`src/hdl/mtes_pkg.sv`:
```
// Shared types and constants for the MIDI track event serializer.
`default_nettype none
package mtes_pkg;

	localparam int unsigned VLQ_W       = 28;
	localparam int unsigned QUEUE_DEPTH = 4;

	localparam logic       REQ_EVENT        = 1'b0;
	localparam logic       REQ_END_OF_TRACK = 1'b1;

	localparam logic [3:0] KIND_LOWEST_VALID = 4'h8;
	localparam logic [3:0] KIND_PROGRAM      = 4'hC;
	localparam logic [3:0] KIND_PRESSURE     = 4'hD;
	localparam logic [3:0] KIND_SYSTEM       = 4'hF;

	localparam logic [7:0] META_PREFIX  = 8'hFF;
	localparam logic [7:0] META_EOT     = 8'h2F;
	localparam logic [7:0] META_EOT_LEN = 8'h00;

	typedef struct packed {
		logic        req_type;
		logic [31:0] event_tick;
		logic [3:0]  message_kind;
		logic [4:0]  channel;
		logic [7:0]  data_first;
		logic [7:0]  data_second;
		logic [27:0] end_delta;
	} req_t;

	typedef struct packed {
		logic [7:0]  out_byte;
		logic        last;
		logic [31:0] track_bytes;
	} rsp_t;

	typedef struct packed {
		logic             eot;
		logic [VLQ_W-1:0] vlq;
		logic [2:0]       vlq_len;
		logic             send_status;
		logic [7:0]       status;
		logic [6:0]       data_first;
		logic [6:0]       data_second;
		logic             two_data;
	} desc_t;

endpackage
`default_nettype wire

```
`src/hdl/mtes_queue.sv`:
```
// Small FIFO between the classifying front end and the byte serializer.
`default_nettype none
module mtes_queue #(
	parameter int unsigned WIDTH = 8,
	parameter int unsigned DEPTH = 4
) (
	input  wire logic             clk,
	input  wire logic             arst_n,
	input  wire logic             push,
	input  wire logic [WIDTH-1:0] push_data,
	output logic                  not_full,
	input  wire logic             pop,
	output logic                  not_empty,
	output logic [WIDTH-1:0]      head_data
);

	localparam int unsigned PTR_W = (DEPTH > 1) ? $clog2(DEPTH) : 1;
	localparam int unsigned CNT_W = $clog2(DEPTH + 1);
	localparam logic [PTR_W-1:0] PTR_LAST = PTR_W'(DEPTH - 1);
	localparam logic [CNT_W-1:0] CNT_FULL = CNT_W'(DEPTH);

	logic [WIDTH-1:0] mem_q [DEPTH];
	logic [PTR_W-1:0] wr_ptr_q;
	logic [PTR_W-1:0] rd_ptr_q;
	logic [CNT_W-1:0] count_q;
	logic             do_push;
	logic             do_pop;

	assign not_full  = (count_q != CNT_FULL);
	assign not_empty = (count_q != '0);
	assign head_data = mem_q[rd_ptr_q];
	assign do_push   = push && not_full;
	assign do_pop    = pop && not_empty;

	always_ff @(posedge clk) begin
		if (do_push) begin
			mem_q[wr_ptr_q] <= push_data;
		end
	end

	always_ff @(posedge clk or negedge arst_n) begin
		if (!arst_n) begin
			wr_ptr_q <= '0;
			rd_ptr_q <= '0;
			count_q  <= '0;
		end else begin
			if (do_push) begin
				wr_ptr_q <= (wr_ptr_q == PTR_LAST) ? '0 : wr_ptr_q + PTR_W'(1);
			end
			if (do_pop) begin
				rd_ptr_q <= (rd_ptr_q == PTR_LAST) ? '0 : rd_ptr_q + PTR_W'(1);
			end
			if (do_push && !do_pop) begin
				count_q <= count_q + CNT_W'(1);
			end else if (do_pop && !do_push) begin
				count_q <= count_q - CNT_W'(1);
			end
		end
	end

endmodule
`default_nettype wire

```
`src/hdl/mtes_front.sv`:
```
// Front end: accept requests, track running status and last tick, build byte plans.
`default_nettype none
module mtes_front (
	input  wire logic          clk,
	input  wire logic          arst_n,
	input  wire logic          req_valid,
	output logic               req_ready,
	input  wire mtes_pkg::req_t req,
	input  wire logic          queue_ready,
	output logic               push,
	output mtes_pkg::desc_t    desc
);
	import mtes_pkg::*;

	logic [31:0]      prev_tick_q;
	logic [7:0]       run_status_q;
	logic             accept;
	logic             is_eot;
	logic             kind_ok;
	logic [31:0]      delta;
	logic [VLQ_W-1:0] vlq;
	logic [3:0]       chan_nib;
	logic [4:0]       chan_m1;
	logic [7:0]       status;

	assign req_ready = queue_ready;
	assign accept    = req_valid && queue_ready;
	assign is_eot    = (req.req_type == REQ_END_OF_TRACK);
	assign kind_ok   = (req.message_kind >= KIND_LOWEST_VALID) &&
	                   (req.message_kind != KIND_SYSTEM);
	assign delta     = req.event_tick - prev_tick_q;
	assign chan_m1   = req.channel - 5'd1;
	assign chan_nib  = (req.channel != 5'd0) ? chan_m1[3:0] : 4'd0;
	assign status    = {req.message_kind, chan_nib};
	assign vlq       = is_eot ? req.end_delta : delta[VLQ_W-1:0];
	assign push      = accept && (is_eot || kind_ok);

	always_comb begin
		desc             = '0;
		desc.eot         = is_eot;
		desc.vlq         = vlq;
		desc.status      = status;
		desc.send_status = !is_eot && (status != run_status_q);
		desc.data_first  = req.data_first[6:0];
		desc.data_second = req.data_second[6:0];
		desc.two_data    = (req.message_kind != KIND_PROGRAM) &&
		                   (req.message_kind != KIND_PRESSURE);
		if (vlq[27:21] != '0) begin
			desc.vlq_len = 3'd4;
		end else if (vlq[20:14] != '0) begin
			desc.vlq_len = 3'd3;
		end else if (vlq[13:7] != '0) begin
			desc.vlq_len = 3'd2;
		end else begin
			desc.vlq_len = 3'd1;
		end
	end

	always_ff @(posedge clk or negedge arst_n) begin
		if (!arst_n) begin
			prev_tick_q  <= '0;
			run_status_q <= '0;
		end else if (accept) begin
			if (is_eot) begin
				prev_tick_q  <= '0;
				run_status_q <= '0;
			end else if (kind_ok) begin
				prev_tick_q  <= req.event_tick;
				run_status_q <= status;
			end
		end
	end

endmodule
`default_nettype wire

```
`src/hdl/mtes_back.sv`:
```
// Back end: walk each byte plan one byte per beat and keep the track byte count.
`default_nettype none
module mtes_back (
	input  wire logic           clk,
	input  wire logic           arst_n,
	input  wire logic           head_valid,
	input  wire mtes_pkg::desc_t head,
	output logic                pop,
	output logic                rsp_valid,
	input  wire logic           rsp_ready,
	output mtes_pkg::rsp_t      rsp
);
	import mtes_pkg::*;

	function automatic logic [7:0] byte_at(input desc_t d, input logic [2:0] idx);
		logic [2:0] gi;
		logic [2:0] ti;
		logic [6:0] grp;
		logic [7:0] b;
		gi = d.vlq_len - 3'd1 - idx;
		ti = idx - d.vlq_len;
		b  = '0;
		if (idx < d.vlq_len) begin
			case (gi[1:0])
				2'd0:    grp = d.vlq[6:0];
				2'd1:    grp = d.vlq[13:7];
				2'd2:    grp = d.vlq[20:14];
				default: grp = d.vlq[27:21];
			endcase
			b = {(gi != 3'd0), grp};
		end else if (d.eot) begin
			case (ti)
				3'd0:    b = META_PREFIX;
				3'd1:    b = META_EOT;
				default: b = META_EOT_LEN;
			endcase
		end else if (d.send_status) begin
			case (ti)
				3'd0:    b = d.status;
				3'd1:    b = {1'b0, d.data_first};
				default: b = {1'b0, d.data_second};
			endcase
		end else begin
			case (ti)
				3'd0:    b = {1'b0, d.data_first};
				default: b = {1'b0, d.data_second};
			endcase
		end
		return b;
	endfunction

	logic [2:0]  idx_q;
	logic [31:0] count_q;
	logic [2:0]  tail_len;
	logic [2:0]  total_len;
	logic        load;
	logic        is_last;

	always_comb begin
		if (head.eot) begin
			tail_len = 3'd3;
		end else begin
			tail_len = 3'd1 + {2'b0, head.send_status} + {2'b0, head.two_data};
		end
	end

	assign total_len = head.vlq_len + tail_len;
	assign load      = head_valid && (!rsp_valid || rsp_ready);
	assign is_last   = (idx_q == total_len - 3'd1);
	assign pop       = load && is_last;

	always_ff @(posedge clk) begin
		if (load) begin
			rsp.out_byte    <= byte_at(head, idx_q);
			rsp.last        <= is_last;
			rsp.track_bytes <= (is_last && head.eot) ? count_q + 32'd1 : '0;
		end
	end

	always_ff @(posedge clk or negedge arst_n) begin
		if (!arst_n) begin
			rsp_valid <= 1'b0;
			idx_q     <= '0;
			count_q   <= '0;
		end else begin
			if (load) begin
				rsp_valid <= 1'b1;
				idx_q     <= is_last ? 3'd0 : idx_q + 3'd1;
				count_q   <= (is_last && head.eot) ? 32'd0 : count_q + 32'd1;
			end else if (rsp_ready) begin
				rsp_valid <= 1'b0;
			end
		end
	end

endmodule
`default_nettype wire

```
`src/hdl/midi_track_event_serializer_unit.sv`:
```
// Top level of the MIDI track event serializer.
//
//   port group | dir | beat content
//   -----------+-----+---------------------------------------------------
//   req        | in  | one channel event or end-of-track request (req_t)
//   rsp        | out | one track byte, last flag, track byte count (rsp_t)
//
// An item that is not rejected yields two to seven bytes (delta bytes plus
// status and data, or plus FF 2F 00), one per cycle unless rsp stalls, and
// holds the serializer until its last byte. A QUEUE_DEPTH-entry queue takes
// one request per cycle while not full; rejected kinds make no byte.
// rsp is a registered output; a stall on rsp backs up the queue and then req.
// Reset clears the last tick, running status, byte count and queue.
`default_nettype none
module midi_track_event_serializer_unit #(
	parameter int unsigned QUEUE_DEPTH = mtes_pkg::QUEUE_DEPTH
) (
	input  wire logic           clk,
	input  wire logic           arst_n,
	input  wire logic           req_valid,
	output logic                req_ready,
	input  wire mtes_pkg::req_t req,
	output logic                rsp_valid,
	input  wire logic           rsp_ready,
	output mtes_pkg::rsp_t      rsp
);
	import mtes_pkg::*;

	localparam int unsigned DESC_W = $bits(desc_t);

	logic              queue_ready;
	logic              push;
	desc_t             push_desc;
	logic              pop;
	logic              head_valid;
	logic [DESC_W-1:0] head_bits;
	desc_t             head;

	assign head = desc_t'(head_bits);

	mtes_front u_front (
		.clk         (clk),
		.arst_n      (arst_n),
		.req_valid   (req_valid),
		.req_ready   (req_ready),
		.req         (req),
		.queue_ready (queue_ready),
		.push        (push),
		.desc        (push_desc)
	);

	mtes_queue #(
		.WIDTH (DESC_W),
		.DEPTH (QUEUE_DEPTH)
	) u_queue (
		.clk       (clk),
		.arst_n    (arst_n),
		.push      (push),
		.push_data (push_desc),
		.not_full  (queue_ready),
		.pop       (pop),
		.not_empty (head_valid),
		.head_data (head_bits)
	);

	mtes_back u_back (
		.clk        (clk),
		.arst_n     (arst_n),
		.head_valid (head_valid),
		.head       (head),
		.pop        (pop),
		.rsp_valid  (rsp_valid),
		.rsp_ready  (rsp_ready),
		.rsp        (rsp)
	);

endmodule
`default_nettype wire

```
`config.mk`:
```
export PLATFORM = sky130hd
export DESIGN_NAME = midi_track_event_serializer_unit
export DESIGN_NICKNAME = d
export VERILOG_FILES = /design/src/hdl/mtes_pkg.sv /design/src/hdl/mtes_queue.sv /design/src/hdl/mtes_front.sv /design/src/hdl/mtes_back.sv /design/src/hdl/midi_track_event_serializer_unit.sv
export SDC_FILE = /design/constraint.sdc
export NUM_CORES = 1
export LEC_CHECK = 0
export ABC_AREA = 1
export ABC_CLOCK_PERIOD_IN_PS = 4900
export BUFFER_PORTS_ARGS = -buffer_cell sky130_fd_sc_hd__buf_4
export CAP_MARGIN = 5
export CORE_MARGIN = 1.5
export CORE_UTILIZATION = 61
export CTS_CLUSTER_DIAMETER = 60
export CTS_CLUSTER_SIZE = 30
export DETAILED_ROUTE_END_ITERATION = 8
export PLACE_DENSITY = 0.8
export SLEW_MARGIN = 10
export SYNTH_ARGS = -nofsm -noshare
export SYNTH_HDL_FRONTEND = slang
export SYNTH_SLANG_ARGS = --single-unit
```
`constraint.sdc`:
```
create_clock -name clk -period 4.9 [get_ports clk]
set_input_delay 0.49 -clock clk [delete_from_list [all_inputs] [get_ports clk]]
set_output_delay 0.49 -clock clk [all_outputs]
set_load 0.01 [all_outputs]
```
==> impl_metrics.tcl, run 1 <==
set metrics [dict create \
    synth_cells 1898 \
    path_clk_slew_ns 0.09 \
    synth_edf_count 265 \
    fillers 2106 \
    synth.distinct_cells 43 \
    finalCritPeriodShare_pct 89.0 \
    clock_latency_ns 0.57 \
    r2r_slack_ns 0.54 \
    critPathArrivalTime_ns 4.82 \
    endpoint_kind "register" \
    start_kind "register" \
    worst_slew_pin_slew_ns 1.04 \
    port_buffers 126 \
    vias 13700 \
    track_usage_pct 28.6 \
    die_y_um 172 \
    synth_top_cells_by_area "edfxtp_1 (46%), dfrtp_1 (11%), nand2_1 (10%), inv_1 (5.0%), o21ai_0 (4.4%)" \
    cts-resized-gates 0 \
    peakVddDrop_uv 405 \
    netlist_area_mm2 0.0174 \
    wl_per_cell_um 17.3 \
    seq_area_mm2 0.00994 \
    final_nets 2143 \
    rows 61 \
    setup.worst_path.class "register to register" \
    grt_pass1_wl_mm 65.9 \
    setup_viol 0 \
    route.detailed.drc 0 \
    pwr-share-seq_pct 35.2 \
    combinationalPowerShare_pct 44.0 \
    drive_above_1_share_pct 12.0 \
    hp-class "input port to register" \
    dp_hpwl_mm 28.1 \
    die_area_mm2 0.0295 \
    synthFlopType "edfxtp_1" \
    grt_util_met1_pct 39.0 \
    synth_common_cells "nand2_1 (467), edfxtp_1 (265), inv_1 (230), nor2_1 (186), o21ai_0 (153)" \
    rr_worst_depth 21 \
    h-tree-depth 1 \
    multi_input_area_mm2 0.00633 \
    grt_pass1_vias 13200 \
    required_ns 5.36 \
    grtUsageMet3_pct 3.84 \
    syn_nets 2037 \
    hold_viol_final 0 \
    ys_ff_latch 344 \
    grt.overflow.total 0 \
    final_max_slew_viol_count 0 \
    final_antenna_net_count 0 \
    fin_tns_setup_ns 0 \
    internal_power_w 0.00663 \
    pwr-share-clk_pct 20.8 \
    core-area_mm2 0.0279 \
    use_met2_pct 47.9 \
    slew_headroom_pct 30.3 \
    start_util_pct 62.2 \
    antenna_found_initial 0 \
    io_pins 133 \
    synth_top_area_share_pct 45.8 \
    critPathMaxFanout 35 \
    rr_startpoint "u_queue.rd_ptr_q[0]" \
    async_flop_share_pct 23.0 \
    fmax_mhz 229 \
    synth.most_common_cell "nand2_1" \
    cts_buffers 26 \
    dr.pass1.iters 5 \
    crit_path_end "u_queue.count_q[1]" \
    synth.yosys.warnings 0 \
    switching_share_pct 42.7 \
    top_usage_layer "met2" \
    finalCriticalPeriod_ns 4.36 \
    cts.path.max_buffers 3 \
    synthToLayoutAreaGrowth_pct 13.5 \
    initialDrtViolationCount 1535 \
    vias_per_cell 5.70 \
    rsz0062_at_grt "false" \
    antenna_cells 0 \
    maxCapViolations 0 \
    synth_area_per_cell_um2 9.16 \
    outcome "finished clean" \
    wl_mm 41.5 \
    clock-root-buffer "clkbuf_16" \
    min_from "rsp_ready" \
    post-route-util_pct 70.6 \
    crit_path_start "u_queue.rd_ptr_q[0]" \
    p_sw_w 0.00495 \
    timing.rr.end "u_queue.count_q[1]" \
    place_congestion 0.966 \
    finClkSkew_ns 0.0202 \
    cts_tree "done" \
    die_w_um 172 \
    leakagePower_nw 8.26 \
    cts_sinks 344 \
    grt_max_degree 120 \
    yosysTopAreaCell "edfxtp_1" \
    synth-seq-area-share_pct 57.1 \
    p_per_area_mw_per_mm2 587 \
]
-- layout make-up --
type	count	area share, %
Sequential cell	344	50.3
Multi-Input combinational cell	1254	32.1
Timing Repair Buffer	145	5.59
Inverter	233	4.43
Clock buffer	26	3.30
Tap cell	378	2.40
Clock inverter	22	1.83
-- flip-flops by register name (all words and copies together) (netlist names), 2 cells and up --
name,cells
u_front.run_status_q,8
u_back.count_q,32
u_queue.mem_q,224
u_queue.wr_ptr_q,2
u_back.idx_q,3
u_queue.count_q,3
u_queue.rd_ptr_q,2
u_front.prev_tick_q,28
u_back.rsp,41
-- cell families after synthesis --
family / count (synthesis) / synth area share, %
DFF: 344 / 57.1
AOI/OAI and AO/OA: 294 / 9.46
and+or+nand+nor: 871 / 21.0
buffers and inverters: 300 / 6.69
adders and majority gates: 49 / 3.66
xor gates and xnor gates: 40 / 2.06
-- worst min path at each step --
stage                                         end  slack (ns)  cells past startpoint
after global placement     u_front.prev_tick_q[0]        0.48                      2
after detailed placement  u_front.run_status_q[4]        0.49                      2
final                            u_back.rsp_valid        0.11                      2
after global routing         u_queue.mem_q[0][12]         0.1                      1
after CTS                        u_back.rsp_valid        0.09                      2
after floorplan                 u_back.count_q[0]        0.19                      0
-- what timing repair did --
item	in CTS	in global routing
buffers inserted	0	0
hold buffers	1	0
hold endpoints to repair	39	0
-- cell usage in the layout (no fill, tap or decap), drive strengths merged --
cell type and instances:
a211oi 5, a21o 1, a21oi 54, a31oi 6
a32o 8, a32oi 3, and2 4, buf 144
bufinv 1, clkbuf 26, clkinv 11, dfrtp 79
dlygate4sd3 1, edfxtp 265, fa 3, ha 46
inv 243, nand2 469, nand3 125, nand3b 9
nand4 20, nor2 198, nor3 18, nor4 3
o211ai 1, o21a 1, o21ai 156, o21bai 2
o221ai 2, o22a 3, o22ai 49, o31ai 2
o32ai 1, or2 25, xnor2 15, xor2 25
-- per-stage QoR --
step                hold WS [ns]  setup WS [ns]  power, W  instance area, µm²  instances
floorplan                  0.194          0.596   0.00759               17400       1898
global placement           0.478          0.740   0.00898               18700       2353
detailed placement         0.495          0.601   0.00914               18700       2353
CTS                       0.0947          0.566    0.0116               19700       2402
global route              0.0999          0.259    0.0123               19700       2402
finish                     0.106          0.538    0.0116               19700       2402
-- routing by layer --
| metal | vias to the layer above | wire length (µm) |
|---|---|---|
| met5 | - | 0 |
| met2 | 576 | 19800 |
| met3 | 88 | 3310 |
| met1 | 6472 | 17200 |
| met4 | 0 | 1190 |
| li1 | 6559 | - |
-- critical path: stages, from the launching register on --
cell     delay, ns
dfrtp_2       0.44
inv_2         0.48
nand2_1       0.11
a32oi_1       0.30
inv_1         0.08
ha_1          0.20
inv_1         0.05
nor2_1        0.04
ha_1          0.27
inv_1         0.04
ha_1          0.19
xnor2_1       0.26
xnor2_2       0.15
xor2_1        0.18
nand2_2       0.12
nor2_1        0.31
inv_1         0.12
ha_1          0.21
inv_1         0.09
fa_1          0.43
nor2_1        0.12
a21oi_1       0.05
-- power by group through the flow --
stage / logic [W] / registers [W] / clock network (W)
2_1_floorplan: 0.00341 / 0.00418 / 0
3_3_place_gp: 0.00487 / 0.00411 / 0
3_5_place_dp: 0.00501 / 0.00414 / 0
4_1_cts: 0.00505 / 0.00408 / 0.00243
5_1_grt: 0.00564 / 0.00413 / 0.00254
6_report: 0.00510 / 0.00408 / 0.00240
(Power assumes the default switching activity.)
==> inputs of run 2 (changes only) <==
Settings changed: ABC_CLOCK_PERIOD_IN_PS 4900 to unset, CORE_UTILIZATION 61 to 50, PLACE_DENSITY 0.8 to 0.67.
==> run 2 against run 1 <==
Sequential share of layout area decreased by 0.22 points. Design area increased by 0.47%. Via count decreased by 2.6%. Wire length increased by 1.4%. Flip-flop and latch count unchanged. Clock skew increased by 0.0069 ns. Count of clock-buffer cells in the layout increased by 4. Non-clock buffer count unchanged. Final cell count increased by 3.4%. Largest cell class unchanged.
==> impl_metrics.tcl, run 2 (synthesis results as in run 1) <==
set metrics [dict create \
    maxCapViolations 0 \
    required_ns 5.36 \
    grt_max_degree 82 \
    port_buffers 126 \
    clock_latency_ns 0.57 \
    outcome "finished clean" \
    start_kind "register" \
    worst_slew_pin_slew_ns 1.01 \
    cts_tree "done" \
    die_area_mm2 0.0359 \
    rows 68 \
    rr_startpoint "u_queue.rd_ptr_q[0]" \
    multi_input_area_mm2 0.00633 \
    placed_cell_area_mm2 0.0188 \
    wl_mm 42.1 \
    path_clk_slew_ns 0.08 \
    seq_area_mm2 0.00994 \
    h-tree-depth 1 \
    place_congestion 0.904 \
    critPathArrivalTime_ns 4.75 \
    regMostFlops "u_queue.mem_q" \
    antenna_found_initial 0 \
    cts-resized-gates 0 \
    crit_path_start "u_queue.rd_ptr_q[0]" \
    fmax_mhz 233 \
    setup.worst_path.class "register to register" \
    critPathMaxFanout 32 \
    drt-met1-wl_mm 18.6 \
    fin_tns_setup_ns 0 \
    post-route-util_pct 57.7 \
    fillers 3045 \
    min_from "req[30]" \
    leakagePower_nw 8.26 \
    dp_hpwl_mm 29.0 \
    synthToLayoutAreaGrowth_pct 14.0 \
    grt_pass1_wl_mm 66.4 \
    routed.top_layer "met4" \
    die_w_um 189 \
    setup_viol 0 \
    min_path_cells 1 \
    grt_pass1_vias 12600 \
    p_per_area_mw_per_mm2 581 \
    drive_above_1_share_pct 12.1 \
    rsz0062_at_grt "false" \
    die_y_um 189 \
    dr_wl_met3_mm 2.81 \
    route.detailed.drc 0 \
    largestRegisters "u_queue.mem_q: 224 flops, u_back.rsp: 41 flops, u_back.count_q: 32 flops" \
    peakVddDrop_uv 561 \
    final_max_slew_viol_count 0 \
    fin_area_mm2 0.0198 \
    initialDrtViolationCount 1209 \
    dr_wl_met2_mm 19.7 \
    p_total_w 0.0115 \
    antenna_cells 0 \
    vias 13300 \
    final_cell_mix "nand2_1 (467), edfxtp_1 (265), inv_1 (229)" \
    start_util_pct 50.6 \
    layout_commonest_cell "nand2_1" \
    dp_slack_ns 0.585 \
    wl_per_cell_um 17.0 \
    rr_worst_depth 19 \
    hold_viol_final 0 \
    core-area_mm2 0.0344 \
    setup_slack_ns 0.615 \
    dr.pass1.iters 5 \
    cts_buffers 28 \
    endpoint_kind "register" \
    io_pins 133 \
    finalCritPeriodShare_pct 87.5 \
    vias_per_cell 5.37 \
    finClkSkew_ns 0.0271 \
    largest_reg_flops 224 \
    slew_headroom_pct 32.7 \
    hp-class "input port to register" \
    final_antenna_net_count 0 \
    cts.path.max_buffers 3 \
    grt.overflow.total 0 \
    cts_sinks 344 \
    track_usage_pct 23.5 \
    clock-root-buffer "clkbuf_16" \
    final_nets 2145 \
    finalCriticalPeriod_ns 4.29 \
]
## run 2: cell count changes in the layout (fill, tap and decap cells not counted), moves of 2 or more
| cell | before | now |
|---|---|---|
| clkinv_16 | 2 | 0 |
| clkbuf_16 | 26 | 29 |
| inv_6 | 0 | 3 |
| clkinvlp_4 | 0 | 3 |
| inv_12 | 6 | 4 |
| clkinv_4 | 2 | 0 |
## run 2: area by class of cell
cell class              instances  area share [%]
flip-flops and latches        344            50.1
multi-input cells            1254            32.0
repair buffers                145            5.50
inverters                     233            4.41
clock buffers                  30            3.73
well taps                     455            2.87
clock inverters                22            1.41
## run 2: critical path, stage by stage (launching register included)
cell and delay, ns:
dfrtp_4 0.63, inv_2 0.18, buf_4 0.32, nand2_1 0.08, a32oi_1 0.34, inv_1 0.12, ha_1 0.30, inv_1 0.04
ha_1 0.19, xnor2_1 0.25, xnor2_2 0.15, xor2_1 0.19, nand2_2 0.12, nor2_1 0.26, inv_1 0.10, ha_1 0.21
inv_1 0.09, fa_1 0.43, nor2_1 0.12, a21oi_1 0.05
## run 2: routing by layer
layer | GRT usage (%) | vias up
li1 | - | 6566
met1 | 33.0 | 6291
met2 | 38.2 | 415
met3 | 3.32 | 65
met4 | 6.93 | 0
met5 | 0 | -
## run 2: timing repair
item / 4_1_cts / 5_1_grt
hold buffers: 1 / 0
setup buffers: 0 / 0
endpoints found under the hold margin: 32 / 0
## run 2: worst paths after layout
check / endpoint / slack, ns
worst max-delay path: u_queue.count_q[1] / 0.61
worst min-delay path: u_queue.mem_q[0][3] / 0.12
worst max register to register: u_queue.count_q[1] / 0.61
worst min register to register: u_front.prev_tick_q[0] / 0.50
max in group asynchronous: u_front.prev_tick_q[20] / 3.37
min in group asynchronous: u_queue.count_q[0] / 0.43
## run 2: power breakdown
group / internal [W] / total [W] / switching, W
Sequential: 0.00388 / 0.00411 / 0.000227
Combinational: 0.00158 / 0.00499 / 0.00341
Clock: 0.00123 / 0.00242 / 0.00119
Total: 0.00669 / 0.0115 / 0.00483
## run 2: metrics by stage
stage | cells | hold slack [ns]
4_1_cts | 2483 | 0.0904
3_5_place_dp | 2430 | 0.484
3_3_place_gp | 2430 | 0.479
2_1_floorplan | 1898 | 0.194
5_1_grt | 2483 | 0.105
6_report | 2483 | 0.115
